==> src/rtl/midi_note_voice_allocator_macros.svh <==
// Assertion macros for the MIDI note voice allocator.
`ifndef MIDI_NOTE_VOICE_ALLOCATOR_MACROS_SVH
`define MIDI_NOTE_VOICE_ALLOCATOR_MACROS_SVH

// Same-cycle implication, sampled on clk_i, off while rst_ni is low.
`define MNVA_ASSERT_NOW(label, ante, cons, msg) \
  label: assert property (@(posedge clk_i) disable iff (!rst_ni) (ante) |-> (cons)) \
    else $error(msg);

// Next-cycle implication, sampled on clk_i, off while rst_ni is low.
`define MNVA_ASSERT_NEXT(label, ante, cons, msg) \
  label: assert property (@(posedge clk_i) disable iff (!rst_ni) (ante) |=> (cons)) \
    else $error(msg);

`endif

==> src/rtl/mnva_pkg.sv <==
package mnva_pkg;

  localparam int unsigned VoiceCountDef = 8;
  localparam int unsigned FreqW         = 14;
  localparam int unsigned VelW          = 7;
  localparam int unsigned KeyW          = 7;
  localparam int unsigned VoiceIdxOutW  = 3;

  typedef enum logic [2:0] {
    EV_ASSIGNED = 3'd0,
    EV_RELEASED = 3'd1,
    EV_NO_FREE  = 3'd2,
    EV_NO_MATCH = 3'd3,
    EV_REJECTED = 3'd4
  } event_e;

  localparam logic [7:0] StatusMask    = 8'hE0;
  localparam logic [7:0] StatusNote    = 8'h80;
  localparam logic [3:0] NibbleNoteOn  = 4'b1001;

  localparam logic [FreqW-1:0] KeyHz [128] = '{
    14'd8,     14'd9,     14'd9,     14'd10,    14'd10,    14'd11,    14'd12,    14'd12,
    14'd13,    14'd14,    14'd15,    14'd15,    14'd16,    14'd17,    14'd18,    14'd19,
    14'd21,    14'd22,    14'd23,    14'd24,    14'd26,    14'd28,    14'd29,    14'd31,
    14'd33,    14'd35,    14'd37,    14'd39,    14'd41,    14'd44,    14'd46,    14'd49,
    14'd52,    14'd55,    14'd58,    14'd62,    14'd65,    14'd69,    14'd73,    14'd78,
    14'd82,    14'd87,    14'd92,    14'd98,    14'd104,   14'd110,   14'd117,   14'd123,
    14'd131,   14'd139,   14'd147,   14'd156,   14'd165,   14'd175,   14'd185,   14'd196,
    14'd208,   14'd220,   14'd233,   14'd247,   14'd262,   14'd277,   14'd294,   14'd311,
    14'd330,   14'd349,   14'd370,   14'd392,   14'd415,   14'd440,   14'd466,   14'd494,
    14'd523,   14'd554,   14'd587,   14'd622,   14'd659,   14'd698,   14'd740,   14'd784,
    14'd831,   14'd880,   14'd932,   14'd988,   14'd1047,  14'd1109,  14'd1175,  14'd1245,
    14'd1319,  14'd1397,  14'd1480,  14'd1568,  14'd1661,  14'd1760,  14'd1865,  14'd1976,
    14'd2093,  14'd2217,  14'd2349,  14'd2489,  14'd2637,  14'd2794,  14'd2960,  14'd3136,
    14'd3322,  14'd3520,  14'd3729,  14'd3951,  14'd4186,  14'd4435,  14'd4699,  14'd4978,
    14'd5274,  14'd5588,  14'd5920,  14'd6272,  14'd6645,  14'd7040,  14'd7459,  14'd7902,
    14'd8372,  14'd8870,  14'd9397,  14'd9956,  14'd10548, 14'd11175, 14'd11840, 14'd12544
  };

endpackage

==> src/rtl/midi_note_voice_allocator.sv <==
// Parses a serial MIDI byte stream (note-on and note-off on any channel) and manages a pool of
// VOICE_COUNT voices held in a single-port voice memory with a registered read. A byte that
// does not end a message leaves the block idle and ready for the next byte. A completed
// message with key zero is reported as rejected without a walk. Any other completed message
// starts a walk from voice 0 that reads each voice and then compares and writes it back,
// stopping at the first hit or the last voice, and then stages its result. No byte is taken
// during the walk. A finished result sits in an output register, so bytes keep flowing while
// it waits to be taken, up to the end of the next message. Voice entries carry per-entry valid
// flags cleared by reset, so the block is ready right after reset with no clearing pass.
`include "midi_note_voice_allocator_macros.svh"

module midi_note_voice_allocator
  import mnva_pkg::*;
#(
  parameter int unsigned VOICE_COUNT = VoiceCountDef
) (
  input  logic                    clk_i,
  input  logic                    rst_ni,
  input  logic                    in_valid_i,
  output logic                    in_stall_o,
  input  logic [7:0]              midi_byte_i,
  output logic                    out_valid_o,
  input  logic                    out_stall_i,
  output logic [2:0]              event_status_o,
  output logic [VoiceIdxOutW-1:0] voice_index_o,
  output logic [FreqW-1:0]        note_frequency_o,
  output logic [VelW-1:0]         note_velocity_o
);

  localparam int unsigned VidxW = (VOICE_COUNT > 1) ? $clog2(VOICE_COUNT) : 1;
  localparam int unsigned VextW = (VidxW > VoiceIdxOutW) ? VidxW : VoiceIdxOutW;
  localparam logic [VidxW-1:0] LastIdx = VidxW'(VOICE_COUNT - 1);

  typedef enum logic [1:0] {
    ST_IDLE,
    ST_RD,
    ST_CK,
    ST_DONE
  } state_e;

  typedef enum logic [1:0] {
    POS_STATUS = 2'd0,
    POS_KEY    = 2'd1,
    POS_VEL    = 2'd2,
    POS_UNUSED = 2'd3
  } parse_e;

  state_e              state_q;
  parse_e              pos_q, pos_eff, pos_d;
  logic                is_on_q;
  logic [KeyW-1:0]     key_q;
  logic [FreqW-1:0]    freq_q;
  logic [VelW-1:0]     vel_q;
  logic [VidxW-1:0]    walk_idx_q;
  logic [VOICE_COUNT-1:0] valid_q;

  logic [FreqW-1:0]    mem [VOICE_COUNT];
  logic [FreqW-1:0]    rdata_q;
  logic                rvalid_q;
  logic [FreqW-1:0]    cur_freq;
  logic                hit;
  logic                mem_we;
  logic [FreqW-1:0]    mem_wdata;

  event_e              res_status_q;
  logic [VidxW-1:0]    res_idx_q;
  logic [FreqW-1:0]    res_freq_q;
  logic [VelW-1:0]     res_vel_q;

  logic                out_valid_q;
  event_e              out_status_q;
  logic [VidxW-1:0]    out_idx_q;
  logic [FreqW-1:0]    out_freq_q;
  logic [VelW-1:0]     out_vel_q;
  logic [VextW-1:0]    out_idx_ext;

  logic                in_acc;
  logic                out_free;
  logic                msg_done;

  assign in_stall_o = (state_q != ST_IDLE);
  assign in_acc     = in_valid_i && !in_stall_o;
  assign out_free   = !out_valid_q || !out_stall_i;

  always_comb begin
    unique case (pos_q)
      POS_KEY, POS_VEL: pos_eff = midi_byte_i[7] ? POS_STATUS : pos_q;
      default:          pos_eff = POS_STATUS;
    endcase
    msg_done = 1'b0;
    unique case (pos_eff)
      POS_KEY: pos_d = POS_VEL;
      POS_VEL: begin
        pos_d    = POS_STATUS;
        msg_done = 1'b1;
      end
      default: pos_d = ((midi_byte_i & StatusMask) == StatusNote) ? POS_KEY : POS_STATUS;
    endcase
  end

  assign cur_freq  = rvalid_q ? rdata_q : '0;
  assign hit       = is_on_q ? (cur_freq == '0) : (cur_freq == freq_q);
  assign mem_we    = (state_q == ST_CK) && hit;
  assign mem_wdata = is_on_q ? freq_q : '0;

  always_ff @(posedge clk_i) begin
    if (state_q == ST_RD) begin
      rdata_q <= mem[walk_idx_q];
    end
    if (mem_we) begin
      mem[walk_idx_q] <= mem_wdata;
    end
  end

  always_ff @(posedge clk_i or negedge rst_ni) begin
    if (!rst_ni) begin
      state_q      <= ST_IDLE;
      pos_q        <= POS_STATUS;
      is_on_q      <= 1'b0;
      key_q        <= '0;
      freq_q       <= '0;
      vel_q        <= '0;
      walk_idx_q   <= '0;
      valid_q      <= '0;
      rvalid_q     <= 1'b0;
      res_status_q <= EV_REJECTED;
      res_idx_q    <= '0;
      res_freq_q   <= '0;
      res_vel_q    <= '0;
      out_valid_q  <= 1'b0;
      out_status_q <= EV_REJECTED;
      out_idx_q    <= '0;
      out_freq_q   <= '0;
      out_vel_q    <= '0;
    end else begin
      if (out_valid_q && !out_stall_i && state_q != ST_DONE) begin
        out_valid_q <= 1'b0;
      end
      unique case (state_q)
        ST_IDLE: begin
          if (in_acc) begin
            pos_q <= pos_d;
            if (pos_eff == POS_KEY) begin
              key_q <= midi_byte_i[KeyW-1:0];
            end
            if (pos_eff == POS_STATUS && pos_d == POS_KEY) begin
              is_on_q <= (midi_byte_i[7:4] == NibbleNoteOn);
            end
            if (msg_done) begin
              vel_q      <= midi_byte_i[VelW-1:0];
              freq_q     <= KeyHz[key_q];
              walk_idx_q <= '0;
              if (key_q == '0) begin
                res_status_q <= EV_REJECTED;
                res_idx_q    <= '0;
                res_freq_q   <= '0;
                res_vel_q    <= '0;
                state_q      <= ST_DONE;
              end else begin
                state_q <= ST_RD;
              end
            end
          end
        end
        ST_RD: begin
          rvalid_q <= valid_q[walk_idx_q];
          state_q  <= ST_CK;
        end
        ST_CK: begin
          if (hit) begin
            valid_q[walk_idx_q] <= 1'b1;
            res_status_q <= is_on_q ? EV_ASSIGNED : EV_RELEASED;
            res_idx_q    <= walk_idx_q;
            res_freq_q   <= freq_q;
            res_vel_q    <= is_on_q ? vel_q : '0;
            state_q      <= ST_DONE;
          end else if (walk_idx_q == LastIdx) begin
            res_status_q <= is_on_q ? EV_NO_FREE : EV_NO_MATCH;
            res_idx_q    <= '0;
            res_freq_q   <= freq_q;
            res_vel_q    <= '0;
            state_q      <= ST_DONE;
          end else begin
            walk_idx_q <= walk_idx_q + 1'b1;
            state_q    <= ST_RD;
          end
        end
        ST_DONE: begin
          if (out_free) begin
            out_valid_q  <= 1'b1;
            out_status_q <= res_status_q;
            out_idx_q    <= res_idx_q;
            out_freq_q   <= res_freq_q;
            out_vel_q    <= res_vel_q;
            state_q      <= ST_IDLE;
          end
        end
        default: state_q <= ST_IDLE;
      endcase
    end
  end

  assign out_idx_ext      = VextW'(out_idx_q);
  assign out_valid_o      = out_valid_q;
  assign event_status_o   = out_status_q;
  assign voice_index_o    = out_idx_ext[VoiceIdxOutW-1:0];
  assign note_frequency_o = out_freq_q;
  assign note_velocity_o  = out_vel_q;

  `MNVA_ASSERT_NEXT(a_out_drains, out_valid_o && !out_stall_i && state_q != ST_DONE,
    !out_valid_o, "result taken but output still valid")
  `MNVA_ASSERT_NOW(a_assign_nonzero, mem_we && is_on_q, mem_wdata != '0,
    "note-on writes a free-voice frequency")
  `MNVA_ASSERT_NOW(a_reject_clean, out_valid_o && event_status_o == EV_REJECTED,
    note_frequency_o == '0 && voice_index_o == '0 && note_velocity_o == '0,
    "rejected key reports nonzero fields")
  `MNVA_ASSERT_NOW(a_walk_range, state_q == ST_RD || state_q == ST_CK,
    int'(walk_idx_q) < int'(VOICE_COUNT), "voice walk past last voice")

endmodule
==> config.mk <==
export PLATFORM = sky130hd
export DESIGN_NAME = midi_note_voice_allocator
export DESIGN_NICKNAME = d
export VERILOG_FILES = /design/src/rtl/mnva_pkg.sv /design/src/rtl/midi_note_voice_allocator.sv
export VERILOG_INCLUDE_DIRS = /design/src /design/src/rtl
export SDC_FILE = /design/constraint.sdc
export NUM_CORES = 1
export LEC_CHECK = 0
export ABC_AREA = 1
export BUFFER_PORTS_ARGS = -buffer_cell sky130_fd_sc_hd__buf_2
export CAP_MARGIN = 40
export CORE_UTILIZATION = 45
export CTS_CLUSTER_DIAMETER = 150
export DETAILED_ROUTE_END_ITERATION = 12
export PLACE_DENSITY_LB_ADDON = 0.05
export SLEW_MARGIN = 0
export SYNTH_ARGS = -nofsm -noshare
export SYNTH_HDL_FRONTEND = slang
export SYNTH_SLANG_ARGS = --single-unit
==> constraint.sdc <==
create_clock -name clk_i -period 2.55 [get_ports clk_i]
set_input_delay 0.51 -clock clk_i [delete_from_list [all_inputs] [get_ports clk_i]]
set_output_delay 0.51 -clock clk_i [all_outputs]
set_load 0.005 [all_outputs]
==> impl_metrics.ini, run 1 <==
[pwr]
p_total_mw = 13.8
power.internal_mw = 8.37
clockPowerShare_pct = 24.6
p_comb_share_pct = 37.9
p_sw_mw = 5.42
vdd_drop_max_mv = 0.614
p_sw_share_pct = 39.3
powerDensity_nw_per_um2 = 1140
seq_power_share_pct = 37.5
power.leakage_nw = 5.35

[timing]
tightestPinTransition_ns = 0.668
period_minus_slack_ns = 2.29
drv_slew = 0
fin_skew_ns = 0.0119
slew-limit-headroom_pct = 55.4
setup_violations = 0
grt_setup_unrepaired = no
hold_violations = 0
max_freq_ghz = 0.436
setup_tns_ns = 0
period_share_pct = 90.0

[finish]
instances_no_fill = 1482
fin_nets = 1177
fill_cells = 2123
syn_to_final_growth_pct = 14.1
final_area_um2 = 12100
diodes = 0
drive_above_1_share_pct = 14.4

[place]
placed_cells = 1438
port_buffers = 40
gp_congestion = 0.957
dp_hpwl_mm = 19.5
placed_cell_area_um2 = 11300

[logic_synthesis]
synth.distinct_cells = 41
async_flop_share_pct = 44.2
synthCells = 1091
syn_area_um2 = 10600
synth_ff_type = edfxtp_1
synthMostInstantiatedCell = nand2_1
synth-edff-count = 126
ys_seq_area_share_pct = 59.5
synth_area_per_cell_um2 = 9.69
synth_nets = 1116
yosys.area.top_type_share_pct = 35.8
synth_top_area_cell = edfxtp_1
synth-seq-cells = 226
ys_warn_count = 0
synth.top_cells.by_area = edfxtp_1 36%, dfrtp_1 23%, nand2_1 8.5%, o21ai_0 4.6%, nor2_1 4.6%
synthTopCellsByCount = 239 x nand2_1, 129 x nor2_1, 126 x edfxtp_1

[worst_setup_path]
critical_path_required_ns = 2.94
cp_max_fo = 7
critPathBufInv = 2
crit_family = simple AND/OR/NAND/NOR gates
regToRegEndpoint = freq_q[2]
cp-start-kind = flop
crit_slowest_cell = dfrtp_1
worstPathArrival_ns = 2.68
rr_startpoint = key_q[0]
critical_path_class = reg2reg
r2r_slack_ns = 0.26
slowest_delay_ns = 0.38
end_kind = flop
path_cells = inv_1 > ha_1 > inv_1 > nand2_1 > nand2_1 > o21ai_0 > o21ai_0 > nand3_1 > nor2_1 > a21oi_1
r2r_cells = 10

[clocking]
clkTransAtPathRegs_ns = 0.07
cts.sinks = 226
cts_made_buffers = 24
clk-insertion-delay-late_ns = 0.51
cts.path.max_buffers = 3
tritoncts = done
cts_root_buf = clkbuf_16
cts_max_level = 1
postCtsSetupBuffers = 0

[drt]
routed_wl_mm = 27.6
via_count = 7904
routedWlPerCell_um = 18.6
drt-initial-drc-count = 670
vias_per_cell = 5.33
ant_nets = 0
drcViolationCount = 0
firstDrtPassIters = 5

[global_route]
grt_max_degree = 43
grt_pass1_wl_mm = 43.8
grt_use_total_pct = 23.7
antenna_found_initial = 0
grt_pass1_vias = 7897
grt_overflow = 0

[floorplanning]
die_w_um = 155
start_util_pct = 46.3
ios = 41
fp-row-count = 55
die_h_um = 155
dieArea_um2 = 24100
coreArea_um2 = 22800

[flow_run]
maxCapViolCount = 0

[worst_hold_path]
holdCritPathClass = in2reg
min_to = out_valid_o
whs_path_depth = 3
min_from = out_stall_i

[run_status]
outcome = completed
-- placed cells by master, fill, tap and decap left out, types with 2 or more instances in the layout --
cell / count
a21oi_1: 28
o21a_1: 2
or2_1: 2
buf_12: 3
clkinvlp_4: 2
a22oi_1: 3
edfxtp_1: 126
dfrtp_1: 98
buf_2: 39
buf_4: 47
o21ai_2: 5
o21ai_0: 98
a221oi_1: 14
dfstp_2: 2
clkbuf_16: 25
nand4_1: 15
o211ai_1: 9
o22ai_1: 5
nor3_1: 11
nor2_1: 129
o221ai_1: 14
mux2_2: 27
nand2_2: 6
inv_1: 94
nand2_1: 239
clkbuf_1: 5
nor2_4: 3
clkinv_1: 8
a31oi_1: 6
bufinv_16: 2
nand3_1: 77
ha_1: 13
-- state kept, by name, summed over array words and instances, names as in the netlist, 7 cells and up --
signal and flops:
freq_q 14, mem 112, res_freq_q 14, key_q 7, valid_q 8, note_velocity_o 7, note_frequency_o 14, vel_q 7
rdata_q 14, res_vel_q 7
-- cells by family after synthesis --
kind of cell    synth area share, %
fa+ha+maj                      1.54
flops                          59.5
buf+inv                        6.06
simple gates                   19.5
mux                            2.88
compound gates                 10.6
-- per-stage QoR --
stage | hold slack, ns | setup WS [ns] | util (%)
final | 0.253 | 0.255 | 52.8
after floorplan | 0.214 | 0.173 | -
after global routing | 0.273 | 0.143 | 52.8
after CTS | 0.236 | 0.322 | 52.8
after global placement | 0.431 | 0.166 | 49.4
after detailed placement | 0.434 | 0.179 | 49.4
-- metal layers --
layer  track usage, %  vias up  share of wire (%)
met3             3.01       45                5.2
li1                 -     3846                  -
met1             32.0     3768                 45
met5                0        -                  0
met2             39.9      245                 48
met4             7.28        0                2.4
-- worst reg2reg max path, cell delays in order (launching register included) --
cell and delay [ns]:
dfrtp_1 0.38, inv_1 0.25, ha_1 0.32, inv_1 0.06, nand2_1 0.11, nand2_1 0.16
o21ai_0 0.12, o21ai_0 0.31, nand3_1 0.13, nor2_1 0.25, a21oi_1 0.07
-- worst max-delay path by stage --
| stage | startpoint | to | slack [ns] | depth (start not counted) |
|---|---|---|---|---|
| final | key_q[0] | freq_q[2] | 0.26 | 10 |
| after global routing | rvalid_q | mem[1][12] | 0.14 | 12 |
| after CTS | rvalid_q | mem[0][10] | 0.32 | 12 |
| after detailed placement | midi_byte_i[7] | freq_q[2] | 0.18 | 10 |
| after global placement | midi_byte_i[7] | freq_q[2] | 0.17 | 10 |
| after floorplan | rvalid_q | mem[0][0] | 0.17 | 12 |
-- layout make-up --
| class | count | area, um^2 | area share (%) |
|---|---|---|---|
| sequential | 226 | 6290 | 52.2 |
| clock inverter | 13 | 115 | 0.955 |
| inverter | 95 | 357 | 2.96 |
| multi-input combinational | 715 | 3640 | 30.2 |
| clock buffer | 30 | 644 | 5.35 |
| timing repair buffer | 90 | 618 | 5.13 |
| tap | 313 | 392 | 3.25 |
-- repair_timing --
action | 4_1_cts | 5_1_grt
hold buffers | 1 | 0
endpoints found under the hold margin | 7 | 0
resized for setup | 0 | 0
-- power by group through the flow --
stage / clock network (mW) / registers (mW) / logic [mW]
finish: 3.39 / 5.17 / 5.23
global route: 3.58 / 5.25 / 5.84
CTS: 3.47 / 5.17 / 5.21
detailed placement: 0 / 5.23 / 5.19
global placement: 0 / 5.25 / 5.24
floorplan: 0 / 5.04 / 3.60
No activity file was read; power rests on OpenSTA's default activity.
==> inputs of run 2 (changes only) <==
GPL_TIMING_DRIVEN = 0   (was not set)
RECOVER_POWER = 25   (was not set)
==> impl_metrics.ini, run 2 (same netlist as run 1, synthesis figures left out) <==
[finish]
postLayoutCoreUtil_pct = 53.0
largest_register_ffs = 112
drive_above_1_share_pct = 14.4
syn_to_final_growth_pct = 14.5
final_common_cell = nand2_1
diodes = 0
instances_no_fill = 1498
top_register = mem
final_cell_mix = 238 x nand2_1, 126 x edfxtp_1, 122 x nor2_1
fin_nets = 1193

[worst_setup_path]
end_kind = flop
rr_startpoint = walk_idx_q[2]
critical_path_class = reg2reg
cp-start-kind = flop
critical_path_required_ns = 2.78
r2r_slack_ns = 0.07
critPathBufInv = 3
r2r_cells = 6
path_common_cell = nand2_1
path_cells = nand2_1 > inv_1 > clkbuf_1 > nand2_1 > nor2_2 > buf_8
cp_max_fo = 11
worstPathArrival_ns = 2.71
crit_family = simple AND/OR/NAND/NOR gates
slowest_delay_ns = 0.47
regToRegEndpoint = mem[7][7]
crit_slowest_cell = dfrtp_1

[clocking]
cts_max_level = 1
clkTransAtPathRegs_ns = 0.06
cts.sinks = 226
tritoncts = done
cts_root_buf = clkbuf_16
cts_made_buffers = 24
clk-insertion-delay-late_ns = 0.53
cts.path.max_buffers = 3

[worst_hold_path]
min_to = out_valid_o
holdCritPathClass = in2reg
min_from = out_stall_i
whs_path_depth = 3

[floorplanning]
coreArea_um2 = 22800
ios = 41
dieArea_um2 = 24100
start_util_pct = 46.3
die_h_um = 155
fp-row-count = 55
die_w_um = 155

[timing]
grt_setup_unrepaired = yes
period_minus_slack_ns = 2.48
setup_violations = 0
tightestPinTransition_ns = 0.976
setup_tns_ns = 0
period_share_pct = 97.3
fin_skew_ns = 0.0294
hold_violations = 0
max_freq_ghz = 0.403
slew-limit-headroom_pct = 35.0
drv_slew = 0
layout_setup_ws_ns = 0.0677

[drt]
routed_wl_mm = 30.2
via_count = 8181
firstDrtPassIters = 5
drcViolationCount = 0
vias_per_cell = 5.46
ant_nets = 0
drt-initial-drc-count = 678
routedWlPerCell_um = 20.2

[pwr]
p_sw_share_pct = 40.5
power.internal_mw = 8.22
vdd_drop_max_mv = 0.537
seq_power_share_pct = 37.3
clockPowerShare_pct = 23.8
power.leakage_nw = 5.33
powerDensity_nw_per_um2 = 1140
p_comb_share_pct = 38.8
p_sw_mw = 5.59

[global_route]
grt_pass1_wl_mm = 47.2
grt_max_degree = 61
antenna_found_initial = 0
grt_pass1_vias = 7989
grt_use_total_pct = 26.0
grt_overflow = 0

[flow_run]
maxCapViolCount = 0

[place]
port_buffers = 40
gp_congestion = 0.950
placed_cells = 1454
dp_hpwl_mm = 21.8
place_ws_ns = -0.474

[run_status]
outcome = completed
-- run 2: what timing repair did --
item	CTS	global route
endpoints found under the hold margin	3	0
setup endpoints to repair	67	85
buffers inserted	0	4
hold buffers	1	0
gates resized for setup	7	4
-- run 2: tightest hold or removal path, delay by kind of cell --
family	cells	cell delay [ns]
buffers and inverters	1	0.09
AND/OR/NAND/NOR	2	0.12
-- run 2: routing by layer --
metal / track usage [%] / share of wire, %
met3: 2.84 / 5.8
met1: 36.0 / 44
met4: 7.66 / 2.5
met2: 43.5 / 48
met5: 0 / 0
-- run 2: layout make-up --
type / count / area, um^2
fill: 2153 / 10700
sequential: 226 / 6290
multi-input combinational: 715 / 3680
clock buffer: 32 / 652
tap: 313 / 392
timing repair buffer: 55 / 367
inverter: 95 / 357
buffer: 51 / 273
clock inverter: 11 / 88.8
-- run 2: power by group through the flow --
| stage | sequential (mW) | combinational [mW] | clock [mW] |
|---|---|---|---|
| final | 5.16 | 5.37 | 3.29 |
| after global routing | 5.22 | 5.97 | 3.48 |
| after CTS | 5.13 | 5.33 | 3.33 |
| after detailed placement | 5.17 | 5.33 | 0 |
| after global placement | 5.18 | 5.40 | 0 |
| after floorplan | 5.04 | 3.60 | 0 |
-- run 2: how the worst max path moves through the flow --
stage	to	cells after the start	startpoint
2_1_floorplan	mem[0][0]	12	rvalid_q
3_3_place_gp	mem[3][7]	5	walk_idx_q[0]
3_5_place_dp	mem[5][6]	6	walk_idx_q[0]
4_1_cts	mem[3][4]	7	walk_idx_q[2]
5_1_grt	mem[7][7]	13	rvalid_q
6_report	mem[7][7]	6	walk_idx_q[2]
-- run 2: through the flow --
step                      hold WS, ns  power (mW)  instance area [um^2]
final                           0.255        13.8                 12100
after global placement          0.434        10.6                 11200
after floorplan                 0.214        8.64                 10600
after CTS                       0.245        13.8                 12100
after global routing            0.256        14.7                 12100
after detailed placement        0.443        10.5                 11300
